$ cat src/sv/scrambled_base36_codec_top_macros.svh
// assertion macros for the scrambled base-36 codec
// used by the modules that carry concurrent checks, expects aclk and aresetn in scope
`ifndef SCRAMBLED_BASE36_CODEC_TOP_MACROS_SVH
`define SCRAMBLED_BASE36_CODEC_TOP_MACROS_SVH

`ifndef ASSERT_OFF
`define SBC_ASSERT(lbl, prop, msg) \
    lbl: assert property (@(posedge aclk) disable iff (!aresetn) (prop)) else $error(msg);
`define SBC_ASSERT_ALWAYS(lbl, prop, msg) \
    lbl: assert property (@(posedge aclk) (prop)) else $error(msg);
`else
`define SBC_ASSERT(lbl, prop, msg)
`define SBC_ASSERT_ALWAYS(lbl, prop, msg)
`endif

`endif

$ cat src/sv/sbc_pkg.sv
// shared types, constants and alphabet tables of the scrambled base-36 codec
// no dependencies
`default_nettype none

package sbc_pkg;

    localparam int RADIX          = 36;
    localparam int ENC_MAX_DIGITS = 7;
    localparam int CNT_W          = $clog2(ENC_MAX_DIGITS + 1);
    localparam int DIGIT_W        = $clog2(RADIX);
    localparam int QDEPTH         = 4;
    localparam int QPTR_W         = $clog2(QDEPTH);
    localparam logic [29:0] DIV9_MAGIC = 30'h38E38E39;

    typedef enum logic {
        OP_ENCODE = 1'b0,
        OP_DECODE = 1'b1
    } op_t;

    typedef enum logic [1:0] {
        BK_IDLE,
        BK_DIV,
        BK_EMIT
    } back_state_t;

    typedef struct packed {
        op_t                  op;
        logic [31:0]          value;
        logic [DIGIT_W-1:0]   digit;
        logic                 last;
    } cmd_t;

    function automatic logic [7:0] digit_to_char(input logic [DIGIT_W-1:0] d);
        logic [7:0] c;
        c = "0";
        unique case (d)
            6'd0:  c = "0";
            6'd1:  c = "o";
            6'd2:  c = "q";
            6'd3:  c = "e";
            6'd4:  c = "f";
            6'd5:  c = "6";
            6'd6:  c = "u";
            6'd7:  c = "k";
            6'd8:  c = "9";
            6'd9:  c = "4";
            6'd10: c = "d";
            6'd11: c = "7";
            6'd12: c = "r";
            6'd13: c = "2";
            6'd14: c = "s";
            6'd15: c = "y";
            6'd16: c = "t";
            6'd17: c = "5";
            6'd18: c = "3";
            6'd19: c = "i";
            6'd20: c = "v";
            6'd21: c = "1";
            6'd22: c = "w";
            6'd23: c = "l";
            6'd24: c = "p";
            6'd25: c = "j";
            6'd26: c = "x";
            6'd27: c = "c";
            6'd28: c = "z";
            6'd29: c = "g";
            6'd30: c = "m";
            6'd31: c = "n";
            6'd32: c = "a";
            6'd33: c = "h";
            6'd34: c = "b";
            6'd35: c = "8";
            default: c = "0";
        endcase
        return c;
    endfunction

    // bytes outside the alphabet map to digit zero
    function automatic logic [DIGIT_W-1:0] char_to_digit(input logic [7:0] c);
        logic [DIGIT_W-1:0] d;
        d = '0;
        unique case (c)
            "0": d = 6'd0;
            "o": d = 6'd1;
            "q": d = 6'd2;
            "e": d = 6'd3;
            "f": d = 6'd4;
            "6": d = 6'd5;
            "u": d = 6'd6;
            "k": d = 6'd7;
            "9": d = 6'd8;
            "4": d = 6'd9;
            "d": d = 6'd10;
            "7": d = 6'd11;
            "r": d = 6'd12;
            "2": d = 6'd13;
            "s": d = 6'd14;
            "y": d = 6'd15;
            "t": d = 6'd16;
            "5": d = 6'd17;
            "3": d = 6'd18;
            "i": d = 6'd19;
            "v": d = 6'd20;
            "1": d = 6'd21;
            "w": d = 6'd22;
            "l": d = 6'd23;
            "p": d = 6'd24;
            "j": d = 6'd25;
            "x": d = 6'd26;
            "c": d = 6'd27;
            "z": d = 6'd28;
            "g": d = 6'd29;
            "m": d = 6'd30;
            "n": d = 6'd31;
            "a": d = 6'd32;
            "h": d = 6'd33;
            "b": d = 6'd34;
            "8": d = 6'd35;
            default: d = '0;
        endcase
        return d;
    endfunction

endpackage

`default_nettype wire

$ cat src/sv/sbc_front.sv
// front end: accepts input items, maps decode bytes to digits, builds queue commands
// depends on sbc_pkg
`default_nettype none

module sbc_front (
    input  wire logic         s_valid,
    output logic              s_ready,
    input  wire logic         s_operation,
    input  wire logic [31:0]  s_value_in,
    input  wire logic [7:0]   s_char_in,
    input  wire logic         s_last_char,
    input  wire logic         q_full,
    output logic              q_push,
    output sbc_pkg::cmd_t     q_cmd
);

    assign s_ready = !q_full;
    assign q_push  = s_valid && !q_full;

    always_comb begin
        q_cmd.op    = sbc_pkg::op_t'(s_operation);
        q_cmd.value = s_value_in;
        q_cmd.digit = sbc_pkg::char_to_digit(s_char_in);
        q_cmd.last  = s_last_char;
    end

endmodule

`default_nettype wire

$ cat config.mk
export PLATFORM = sky130hd
export DESIGN_NAME = sbc_front
export DESIGN_NICKNAME = d
export VERILOG_FILES = /design/src/sv/scrambled_base36_codec_top_macros.svh /design/src/sv/sbc_pkg.sv /design/src/sv/sbc_front.sv
export SDC_FILE = /design/constraint.sdc
export NUM_CORES = 1
export LEC_CHECK = 0
export BUFFER_PORTS_ARGS = -buffer_cell sky130_fd_sc_hd__buf_2
export CAP_MARGIN = 20
export CORE_MARGIN = 2
export CORE_UTILIZATION = 40
export DETAILED_ROUTE_END_ITERATION = 16
export GPL_TIMING_DRIVEN = 0
export PLACE_DENSITY = 0.95
export SLEW_MARGIN = 20
export SYNTH_ARGS = -nofsm -noshare
export SYNTH_HDL_FRONTEND = slang
export SYNTH_SLANG_ARGS = --single-unit
$ cat constraint.sdc
create_clock -name vclk -period 2.65
set_input_delay 0 -clock vclk [all_inputs]
set_output_delay 0 -clock vclk [all_outputs]
set_load 0.01 [all_outputs]
-- Word level (Yosys, flattened, before mapping)
Memories as Yosys holds them, arrays and structs flattened.
Index checks and enable logic that the tools add are counted.
- register bits: 0
- bits in read-only memories: 768
- input port bits: 44
- output and inout port bits: 42
- logic and storage cells: 4
- memories: 1
- mux-type cells: 1
- reduce and logical (&&, ||, !) cells: 2
- memories (memory ; depth ; bits a word ; read ports ; clocked after memory_dff ; wr ports ; RTL line ; source):
    (no name shown) ; 128 ; 6 ; 1 ; 0 ; 0 ; sbc_pkg.sv:82 ; unique case (c)
- operators by type and width (operator ; number):
    $mux W6 ; 1
    $logic_and A1 B1 Y1 ; 1
    $logic_not A1 Y1 ; 1

-- Longest topological paths before layout
- depth in word-level cells: 2
- gate-level depth with buffers: 6
- depth with buffers taken out: 5

-- Worst setup path after synthesis
OpenSTA, ideal clock, no wires.
- path type: input port to output port
- start: input s_char_in[2]
- end: output q_cmd[2] (netlist name)
- arrival: 1.137 ns
- data required time: 2.650 ns
- slack: 1.513 ns
- stages: 6
- buffers on the path: 1
- cell sequence: buf_2 -> inv_1 -> ha_1 -> nor2_2 -> a311o_1 -> a32oi_1
- RTL lines (what ; RTL line ; source):
    start, declared ; sbc_front.sv:10 ; input wire logic [7:0] s_char_in,
    end, declared ; sbc_front.sv:14 ; output sbc_pkg::cmd_t q_cmd

==> flow_metrics.env <==
export IMPL_status="completed"
export IMPL_critPathLaunchType="input port"
export IMPL_pin_count=86
export IMPL_hold_ws_ns=0.1835
export IMPL_vdd_ir_drop_worst_uv=90.21
export IMPL_vias=890
export IMPL_fin_crit_sh_pct=57.10
export IMPL_yosys_warnings=0
export IMPL_synthToLayoutAreaGrowth_pct=35.11
export IMPL_slowest_stage="ha_1"
export IMPL_final_cells=185
export IMPL_antenna_cells=0
export IMPL_die_h_um=49.37
export IMPL_dr_pass1_iters=4
export IMPL_grt_max_degree=11
export IMPL_die_area_um2=2437
export IMPL_yosys_area_top_type="buf_4"
export IMPL_clkbuf_count=0
export IMPL_gp_congestion=0.8960
export IMPL_drive_gt1_share_pct=62.66
export IMPL_seq_area_um2=0
export IMPL_cp_depth=8
export IMPL_die_w_um=49.37
export IMPL_drtIter0Drc=8
export IMPL_slew_headroom_pct=81.22
export IMPL_grt_use_total_pct=16.14
export IMPL_hold_path_class="in -> out"
export IMPL_slew_viol_final=0
export IMPL_dp_hpwl_um=1838
export IMPL_netlist_top_cells_count="34 x buf_4, 7 x ha_1, 6 x mux2_2, 6 x nand2b_1, 6 x nor2b_1"
export IMPL_overflow=0
export IMPL_endpoint="q_cmd[2]"
export IMPL_viasPerCell=4.811
export IMPL_post_cts_buffers=0
export IMPL_syn_nets=158
export IMPL_cp_top_family="buffers and inverters"
export IMPL_tightest_slew_ns=0.2793
export IMPL_max_freq_ghz=0.6609
export IMPL_grt_antenna_before_repair=0
export IMPL_rsz0062_at_grt="no"
export IMPL_cp_data_arrival_time_ns=1.51
export IMPL_worstPathRequired_ns=2.65
export IMPL_yosysSeqAreaShare_pct=0
export IMPL_critical_path_max_stage_delay_ns=0.31
export IMPL_finalSetupViolations=0
export IMPL_syn_inst=107
export IMPL_drtAntennaViolNets=0
export IMPL_synth_most_common_cell="buf_4"
export IMPL_synth_area_top_cells="buf_4 31%, ha_1 11%, mux2_2 8.2%"
export IMPL_synth_top_area_share_pct=31.00
export IMPL_crit_path_end_kind="output port"
export IMPL_cp_cell_sequence="buf_2, buf_2, inv_1, ha_1, nor2_2, a311o_1, a32oi_1, buf_2"
export IMPL_post_synth_cell_area_avg_um2=7.694
export IMPL_hold_viol=0
export IMPL_io_buffers=51
export IMPL_dp_cells=185
export IMPL_initial_core_util_pct=42.40
export IMPL_fin_tns_setup_ns=0
export IMPL_wire_per_inst_um=11.66
export IMPL_drc_errors=0
export IMPL_post_cts_resize_count=0
export IMPL_nNetsFinal=211
export IMPL_fin_util_pct=57.28
export IMPL_design_seq_count=0
export IMPL_fin_crit_ns=1.513
export IMPL_postCtsHoldBufs=0
export IMPL_critical_path_max_fanout=10
export IMPL_worstSetupPathType="in -> out"
export IMPL_crit_top_cell="buf_2"
export IMPL_startpoint="s_char_in[2]"
export IMPL_grt_pass1_wl_um=3346
export IMPL_critPathBufInv=4
export IMPL_power_density_nw_per_um2=157.8
export IMPL_core_area_um2=1942
export IMPL_synthDistinctLibCells=35
export IMPL_cap_violations=0
export IMPL_rows=16
export IMPL_grt_pass1_vias=813
export IMPL_syn_area_um2=823.3
export IMPL_totalWireLength_um=2158
export IMPL_cellLeakagePower_nw=0.6434
## layout make-up
type | instances | area, um^2
Inverter | 4 | 15.01
Multi-Input combinational cell | 64 | 515.5
Tap cell | 27 | 33.78
Buffer | 39 | 292.8
Fill cell | 192 | 829.5
Timing Repair Buffer | 51 | 255.2
## cells by family after synthesis
logic type / share of synthesized area [%]
buf+inv: 37.38
simple gates: 21.43
compound gates: 20.06
mux: 9.422
fa+ha+maj: 10.64
xor+xnor: 1.064
## layout by cell type, fill, tap and decap left out, types with 2 or more instances in the layout
| master | instances |
|---|---|
| a32oi_1 | 2 |
| nor2b_1 | 6 |
| a22o_1 | 2 |
| buf_2 | 54 |
| inv_1 | 4 |
| buf_4 | 34 |
| a211o_1 | 3 |
| o211a_1 | 2 |
| ha_1 | 7 |
| nand2b_1 | 6 |
| o21ai_1 | 2 |
| a31oi_1 | 2 |
| mux2_2 | 6 |
| nand2_1 | 5 |
| buf_6 | 2 |
| nor2_1 | 2 |
## worst min path at each step
stage	start	end	cells past startpoint
after global placement	s_value_in[23]	q_cmd[30]	2
after global routing	s_value_in[23]	q_cmd[30]	2
after floorplan	q_full	s_ready	1
final	s_value_in[23]	q_cmd[30]	2
after CTS	s_value_in[23]	q_cmd[30]	2
after detailed placement	s_value_in[23]	q_cmd[30]	2
## through the flow
| step | area, um^2 | power, mW | setup WS, ns |
|---|---|---|---|
| after floorplan | 823.3 | 0.1197 | 1.513 |
| after global routing | 1112 | 0.1896 | 1.084 |
| after CTS | 1112 | 0.1752 | 1.153 |
| after detailed placement | 1112 | 0.1748 | 1.153 |
| after global placement | 1112 | 0.1690 | 1.177 |
| final | 1112 | 0.1755 | 1.137 |
## power by group
part	switching [mW]	internal, mW
sequential	0	0
clock	0	0
combinational	0.0803	0.0952
total	0.0803	0.0952
## routing by layer
layer	share of wire, %	vias to the layer above	track usage, %
met4	0	0	1.429
li1	-	441	-
met3	10	0	2.147
met1	35	386	17.22
met2	55	63	33.56
met5	0	-	0
Note: power is estimated with default switching activity, not from simulation.
