===== config.mk =====
export PLATFORM = sky130hd
export DESIGN_NAME = sbc_queue
export DESIGN_NICKNAME = d
export VERILOG_FILES = /design/src/sv/scrambled_base36_codec_top_macros.svh /design/src/sv/sbc_pkg.sv /design/src/sv/sbc_queue.sv
export SDC_FILE = /design/constraint.sdc
export NUM_CORES = 1
export LEC_CHECK = 0
export ABC_CLOCK_PERIOD_IN_PS = 2650
export BUFFER_PORTS_ARGS = -buffer_cell sky130_fd_sc_hd__buf_2
export CAP_MARGIN = 20
export CORE_MARGIN = 3
export CORE_UTILIZATION = 57
export CTS_CLUSTER_SIZE = 30
export DETAILED_ROUTE_END_ITERATION = 10
export PLACE_DENSITY_LB_ADDON = 0.2
export SYNTH_ARGS = -nofsm -noshare
export SYNTH_HDL_FRONTEND = slang
export SYNTH_SLANG_ARGS = --single-unit

===== constraint.sdc =====
create_clock -name aclk -period 2.65 [get_ports aclk]
set_input_delay 0.53 -clock aclk [delete_from_list [all_inputs] [get_ports aclk]]
set_output_delay 0.53 -clock aclk [all_outputs]
set_load 0.1 [all_outputs]

===== src/sv/scrambled_base36_codec_top_macros.svh =====
// assertion macros for the scrambled base-36 codec
// used by the modules that carry concurrent checks, expects aclk and aresetn in scope
`ifndef SCRAMBLED_BASE36_CODEC_TOP_MACROS_SVH
`define SCRAMBLED_BASE36_CODEC_TOP_MACROS_SVH

`ifndef ASSERT_OFF
`define SBC_ASSERT(lbl, prop, msg) \
    lbl: assert property (@(posedge aclk) disable iff (!aresetn) (prop)) else $error(msg);
`define SBC_ASSERT_ALWAYS(lbl, prop, msg) \
    lbl: assert property (@(posedge aclk) (prop)) else $error(msg);
`else
`define SBC_ASSERT(lbl, prop, msg)
`define SBC_ASSERT_ALWAYS(lbl, prop, msg)
`endif

`endif


===== src/sv/sbc_pkg.sv =====
// shared types, constants and alphabet tables of the scrambled base-36 codec
// no dependencies
`default_nettype none

package sbc_pkg;

    localparam int RADIX          = 36;
    localparam int ENC_MAX_DIGITS = 7;
    localparam int CNT_W          = $clog2(ENC_MAX_DIGITS + 1);
    localparam int DIGIT_W        = $clog2(RADIX);
    localparam int QDEPTH         = 4;
    localparam int QPTR_W         = $clog2(QDEPTH);
    localparam logic [29:0] DIV9_MAGIC = 30'h38E38E39;

    typedef enum logic {
        OP_ENCODE = 1'b0,
        OP_DECODE = 1'b1
    } op_t;

    typedef enum logic [1:0] {
        BK_IDLE,
        BK_DIV,
        BK_EMIT
    } back_state_t;

    typedef struct packed {
        op_t                  op;
        logic [31:0]          value;
        logic [DIGIT_W-1:0]   digit;
        logic                 last;
    } cmd_t;

    function automatic logic [7:0] digit_to_char(input logic [DIGIT_W-1:0] d);
        logic [7:0] c;
        c = "0";
        unique case (d)
            6'd0:  c = "0";
            6'd1:  c = "o";
            6'd2:  c = "q";
            6'd3:  c = "e";
            6'd4:  c = "f";
            6'd5:  c = "6";
            6'd6:  c = "u";
            6'd7:  c = "k";
            6'd8:  c = "9";
            6'd9:  c = "4";
            6'd10: c = "d";
            6'd11: c = "7";
            6'd12: c = "r";
            6'd13: c = "2";
            6'd14: c = "s";
            6'd15: c = "y";
            6'd16: c = "t";
            6'd17: c = "5";
            6'd18: c = "3";
            6'd19: c = "i";
            6'd20: c = "v";
            6'd21: c = "1";
            6'd22: c = "w";
            6'd23: c = "l";
            6'd24: c = "p";
            6'd25: c = "j";
            6'd26: c = "x";
            6'd27: c = "c";
            6'd28: c = "z";
            6'd29: c = "g";
            6'd30: c = "m";
            6'd31: c = "n";
            6'd32: c = "a";
            6'd33: c = "h";
            6'd34: c = "b";
            6'd35: c = "8";
            default: c = "0";
        endcase
        return c;
    endfunction

    // bytes outside the alphabet map to digit zero
    function automatic logic [DIGIT_W-1:0] char_to_digit(input logic [7:0] c);
        logic [DIGIT_W-1:0] d;
        d = '0;
        unique case (c)
            "0": d = 6'd0;
            "o": d = 6'd1;
            "q": d = 6'd2;
            "e": d = 6'd3;
            "f": d = 6'd4;
            "6": d = 6'd5;
            "u": d = 6'd6;
            "k": d = 6'd7;
            "9": d = 6'd8;
            "4": d = 6'd9;
            "d": d = 6'd10;
            "7": d = 6'd11;
            "r": d = 6'd12;
            "2": d = 6'd13;
            "s": d = 6'd14;
            "y": d = 6'd15;
            "t": d = 6'd16;
            "5": d = 6'd17;
            "3": d = 6'd18;
            "i": d = 6'd19;
            "v": d = 6'd20;
            "1": d = 6'd21;
            "w": d = 6'd22;
            "l": d = 6'd23;
            "p": d = 6'd24;
            "j": d = 6'd25;
            "x": d = 6'd26;
            "c": d = 6'd27;
            "z": d = 6'd28;
            "g": d = 6'd29;
            "m": d = 6'd30;
            "n": d = 6'd31;
            "a": d = 6'd32;
            "h": d = 6'd33;
            "b": d = 6'd34;
            "8": d = 6'd35;
            default: d = '0;
        endcase
        return d;
    endfunction

endpackage

`default_nettype wire


===== src/sv/sbc_queue.sv =====
// short command queue between front and back end
// depends on sbc_pkg
`default_nettype none

module sbc_queue (
    input  wire logic          aclk,
    input  wire logic          aresetn,
    input  wire logic          push,
    input  wire sbc_pkg::cmd_t push_cmd,
    output logic               full,
    input  wire logic          pop,
    output logic               head_valid,
    output sbc_pkg::cmd_t      head_cmd
);

    sbc_pkg::cmd_t                 entry_reg [sbc_pkg::QDEPTH];
    logic [sbc_pkg::QPTR_W-1:0]    wr_ptr_reg, wr_ptr_next;
    logic [sbc_pkg::QPTR_W-1:0]    rd_ptr_reg, rd_ptr_next;
    logic [sbc_pkg::QPTR_W:0]      count_reg, count_next;
    logic                          do_push, do_pop;

    assign full       = (count_reg == (sbc_pkg::QPTR_W+1)'(sbc_pkg::QDEPTH));
    assign head_valid = (count_reg != '0);
    assign head_cmd   = entry_reg[rd_ptr_reg];
    assign do_push    = push && !full;
    assign do_pop     = pop && head_valid;

    always_comb begin
        wr_ptr_next = do_push ? wr_ptr_reg + 1'b1 : wr_ptr_reg;
        rd_ptr_next = do_pop  ? rd_ptr_reg + 1'b1 : rd_ptr_reg;
        count_next  = count_reg;
        if (do_push && !do_pop) begin
            count_next = count_reg + 1'b1;
        end else if (do_pop && !do_push) begin
            count_next = count_reg - 1'b1;
        end
    end

    always_ff @(posedge aclk) begin
        if (!aresetn) begin
            wr_ptr_reg <= '0;
            rd_ptr_reg <= '0;
            count_reg  <= '0;
        end else begin
            wr_ptr_reg <= wr_ptr_next;
            rd_ptr_reg <= rd_ptr_next;
            count_reg  <= count_next;
        end
    end

    always_ff @(posedge aclk) begin
        if (do_push) begin
            entry_reg[wr_ptr_reg] <= push_cmd;
        end
    end

endmodule

`default_nettype wire


-- Word-level counts from Yosys, hierarchy flattened
Memory sizes are Yosys's and may differ from the RTL's. A register that Yosys moved wholly into a read port is not among the register bits.
Index checks and enable logic that the tools add are counted.
W data, S select, Z words.
- bits in registers: 7
- bits in latches: 0
- RAM bits: 160
- bits in read-only memories: 0
- output and inout bits: 42
- word-level logic and storage cells: 24
- memories kept: 1
- memories (name ; depth ; width ; read ports ; clocked after Yosys merged registers in ; wr ports ; line ; RTL):
    entry_reg ; 4 ; 40 ; 1 ; 1 ; 1 ; sbc_queue.sv:16 ; sbc_pkg::cmd_t entry_reg [sbc_pkg::QDEPTH];
- $add $sub $neg: 4
- multipliers: 0
- divide/modulo/power cells: 0
- $lt $le $gt $ge: 0
- equal/unequal tests: 1
- shift operators: 0
- mux-type cells: 6
- bitwise gates (word level): 0
- reduce and logical (&&, ||, !) cells: 9
- operator list (kind ; count):
    $mux W3 ; 2
    $add A2 B1 Y2 const B ; 2
    $logic_and A1 B1 Y1 ; 4
    $mux W2 ; 2
    $add A3 B1 Y3 const B ; 1
    $eq A3 B3 Y1 const B ; 1
    $logic_not A1 Y1 ; 3
    $reduce_bool A3 Y1 ; 1
    $sub A3 B1 Y3 const B ; 1
    $mux W1 ; 2
    $reduce_bool A2 Y1 ; 1

-- Logic depth before layout (Yosys ltp)
- depth after elaboration: 7
- gate-level depth with buffers: 9
- gate-level depth less buffers: 8

-- Worst setup path after synthesis
Ideal clock, no wire load.
- path kind: reg-to-reg
- start: reg count_reg[2] in the netlist's numbering
- end: mem entry_reg[0][0] in the netlist's numbering, enable pin
- arrival time: 2535 ps
- data required time: 2209 ps
- slack: -326 ps
- cell stages (with the launch flop): 5
- buffers on the path: 1
- period minus slack after synthesis: 2976 ps
- path through: dfxtp_1 -> nor3b_2 -> nor2b_1 -> buf_6 -> and2_1
- word-level cells in the longest chain between the ends: 5
- RTL lines (item ; line ; RTL):
    start: declaration ; sbc_queue.sv:19 ; logic [sbc_pkg::QPTR_W:0] count_reg, count_next;
    start signal: assignment ; sbc_queue.sv:47 ; count_reg <= count_next;
    $eq A3 B3 Y1 ; sbc_queue.sv:22 ; assign full = (count_reg == (sbc_pkg::QPTR_W+1)'(sbc_pkg::QDEPTH));
    net full ; sbc_queue.sv:10 ; output logic full,
    $logic_not A1 Y1 ; sbc_queue.sv:25 ; assign do_push = push && !full;
    $logic_and A1 B1 Y1 ; sbc_queue.sv:25 ;
    net do_push ; sbc_queue.sv:20 ; logic do_push, do_pop;
    $mux W1 ; sbc_queue.sv:52 ; if (do_push) begin
    $mux W1 (not written as such) ; sbc_queue.sv:53 ; entry_reg[wr_ptr_reg] <= push_cmd;
    end: declaration ; sbc_queue.sv:16 ;
The timed path passes the listed nets, and every way through them passes these cells.

==> impl_metrics.toml <==
[outcome]
run_status = "finished clean"

[timing]
setup_viol = 0
max_slew_margin_pct = 65.48
worstMarginPinSlew_ns = 0.5214
fin_worst_skew_ns = 0.009772
report.final.slew_viol_count = 0
hold_viol_final = 0
period_share_pct = 94.80
max_freq_ghz = 0.3980
rsz0062_at_grt = "no"
period_minus_slack_ns = 2.512
setup_tns_ns = 0

[setup_path]
r2r-start = "count_reg[0]"
crit_required_ns = 2.12
rrSetupSlack_ns = 0.51
crit_path_end_kind = "output pin"
timing.rr.end = "count_reg[2]"
critPathLaunchType = "flop"
cp_max_fo = 6
crit_arrival_ns = 1.98
rr_worst_depth = 8
setup.worst_path.class = "flop to output pin"

[clocking]
worst_skew_pair.late_latency_ns = 0.52
numClockSinks = 169
root_buffer = "clkbuf_8"
ctsHoldBuffers = 0
htreeDepth = 4
clock_path_buffers = 2
cts_tree = "done"
numCtsBuffers = 17
clkTransAtPathRegs_ns = 0.06

[global_route]
overflow = 0
grt_max_degree = 41
grt_pass1_vias = 3091
grt_usage_pct = 18.79
grt_pass1_wl_mm = 17.20
antenna_found_initial = 0

[final_layout]
layout-drive-gt1-share_pct = 46.68
fin_area_um2 = 7520
nets = 414
n_antenna_cell = 0
fill_cells = 640
areaGrowthSynthToFinish_pct = 19.22
largest_reg_flops = 160

[flow_run]
drv_cap = 0

[logic_synthesis]
async_reset_ff_share_pct = 0
syn_nets = 307
yosys-top-cells-count = "160 x edfxtp_1, 40 x mux4_2, 9 x dfxtp_1, 8 x and2_1, 5 x ha_1"
yosysWarningCount = 0
synth_edf_count = 160
synth_top_area_share_pct = 76.18
ys_top_cells_by_area = "edfxtp_1 76%, mux4_2 14%, dfxtp_1 2.9%, buf_12 1.3%, ha_1 0.99%"
synth_cells = 257
postSynthAreaPerCell_um2 = 24.54
yosys.cell_count.top_type = "edfxtp_1"
synth_top_area_cell = "edfxtp_1"
ys.flop_type = "edfxtp_1"
synth_seq_cells = 169
ys_seq_area_share_pct = 79.03
syn-cell-area_um2 = 6307
ys_types = 22

[die]
die-area_um2 = 12360
row_count = 37
fp.dieW_um = 111.2
coreArea_um2 = 10560
start_util_pct = 59.76
die_y_um = 111.2
ios = 86

[route]
first_iter_violations = 145
postRouteAntennaNets = 0
avgViaCountPerCell = 5.614
num_vias = 2880
wl_mm = 10.82
dr.pass1.iters = 4
wl_per_cell_um = 21.10
drcViolationCount = 0

[worst_hold_path]
hold_depth = 1
holdPathEnd = "entry_reg[0][22]"
min_from = "push_cmd[22]"
min_path_type = "primary input to flop"

[placed_design]
placedInstanceArea_um2 = 6950
place_congestion = 0.7058
io_buffers = 85
post-dp-hpwl_mm = 6.512
-- layer usage --
layer	share of wire (%)	track usage, %
met1	39	24.13
met2	54	31.12
met3	6.6	5.786
met4	1.0	5.839
met5	0	0
-- through the flow --
| step | utilization (%) | std cells | hold slack [ns] | setup WS, ns |
|---|---|---|---|---|
| floorplan | - | 257 | 0.4677 | 0.07697 |
| global placement | 65.85 | 478 | 0.4848 | 0.5317 |
| detailed placement | 65.85 | 478 | 0.4965 | 0.4936 |
| CTS | 71.24 | 513 | 0.2055 | 0.1084 |
| global route | 71.24 | 513 | 0.2074 | 0.05621 |
| finish | 71.24 | 513 | 0.2255 | 0.1377 |
-- placed cells by master, fill, tap and decap left out --
master | synthesis | layout
a21boi_0 | 1 | 1
o31ai_2 | 1 | 1
clkinv_1 | 0 | 3
o311ai_1 | 1 | 1
inv_6 | 0 | 3
xnor2_1 | 3 | 3
clkinv_4 | 0 | 2
inv_1 | 3 | 3
ha_1 | 5 | 5
dfxtp_4 | 0 | 2
mux4_2 | 40 | 40
nor3b_4 | 0 | 1
bufinv_16 | 0 | 1
buf_4 | 0 | 9
clkinv_2 | 0 | 1
buf_2 | 4 | 84
buf_12 | 4 | 6
and2_1 | 8 | 4
clkbuf_8 | 0 | 1
nor2b_1 | 2 | 2
clkinvlp_4 | 0 | 5
clkbuf_16 | 0 | 16
mux2i_1 | 3 | 3
edfxtp_1 | 160 | 160
dfxtp_1 | 9 | 7
o21ai_0 | 1 | 1
fa_1 | 1 | 1
nand2_1 | 4 | 4
and2_2 | 0 | 4
or3_1 | 2 | 2
xor2_1 | 1 | 1
-- how the worst max path moves through the flow --
stage                 startpoint              end  slack (ns)  cells past startpoint
floorplan           count_reg[2]  entry_reg[0][0]        0.08                      4
global placement            flop     head_cmd[12]        0.53                      3
detailed placement          flop     head_cmd[12]        0.49                      3
CTS                         flop     head_cmd[12]        0.11                      3
global route                flop     head_cmd[14]        0.06                      3
finish                      flop      head_cmd[3]        0.14                      3
-- cell families (layout without fill, tap and decap cells) --
kind of cell,after synthesis,in the layout,synth area share (%)
AO/OA/AOI/OAI,4,4,0.5356
XOR/XNOR,4,4,0.5555
adder cells (fa/ha/maj),6,6,1.309
buffers and inverters,14,134,2.182
flip-flops,169,169,79.03
multiplexers,43,43,14.76
AND/OR/NAND/NOR,17,17,1.627
-- final cells by class --
class,instances,area (um2),share of cell area [%]
Inverter,3,11.26,0.1498
Sequential cell,169,4992,66.39
Clock buffer,17,414.1,5.507
Timing Repair Buffer,99,608.1,8.087
Multi-Input combinational cell,74,1196,15.91
Clock inverter,15,127.6,1.697
Tap cell,136,170.2,2.263
-- repair_timing --
| item | 4_1_cts | 5_1_grt |
|---|---|---|
| gates resized for setup | 2 | 0 |
| setup buffers | 3 | 0 |
| setup endpoints to repair | 16 | 0 |
-- critical path, stage by stage, from the launching register on --
cell     delay, ns
dfxtp_4       0.41
buf_4         0.21
mux4_2        0.53
buf_2         0.31
Power is left out: the tool's default activity adds up to more than one toggle a clock period on the data nets, which glitch-free logic cannot reach.
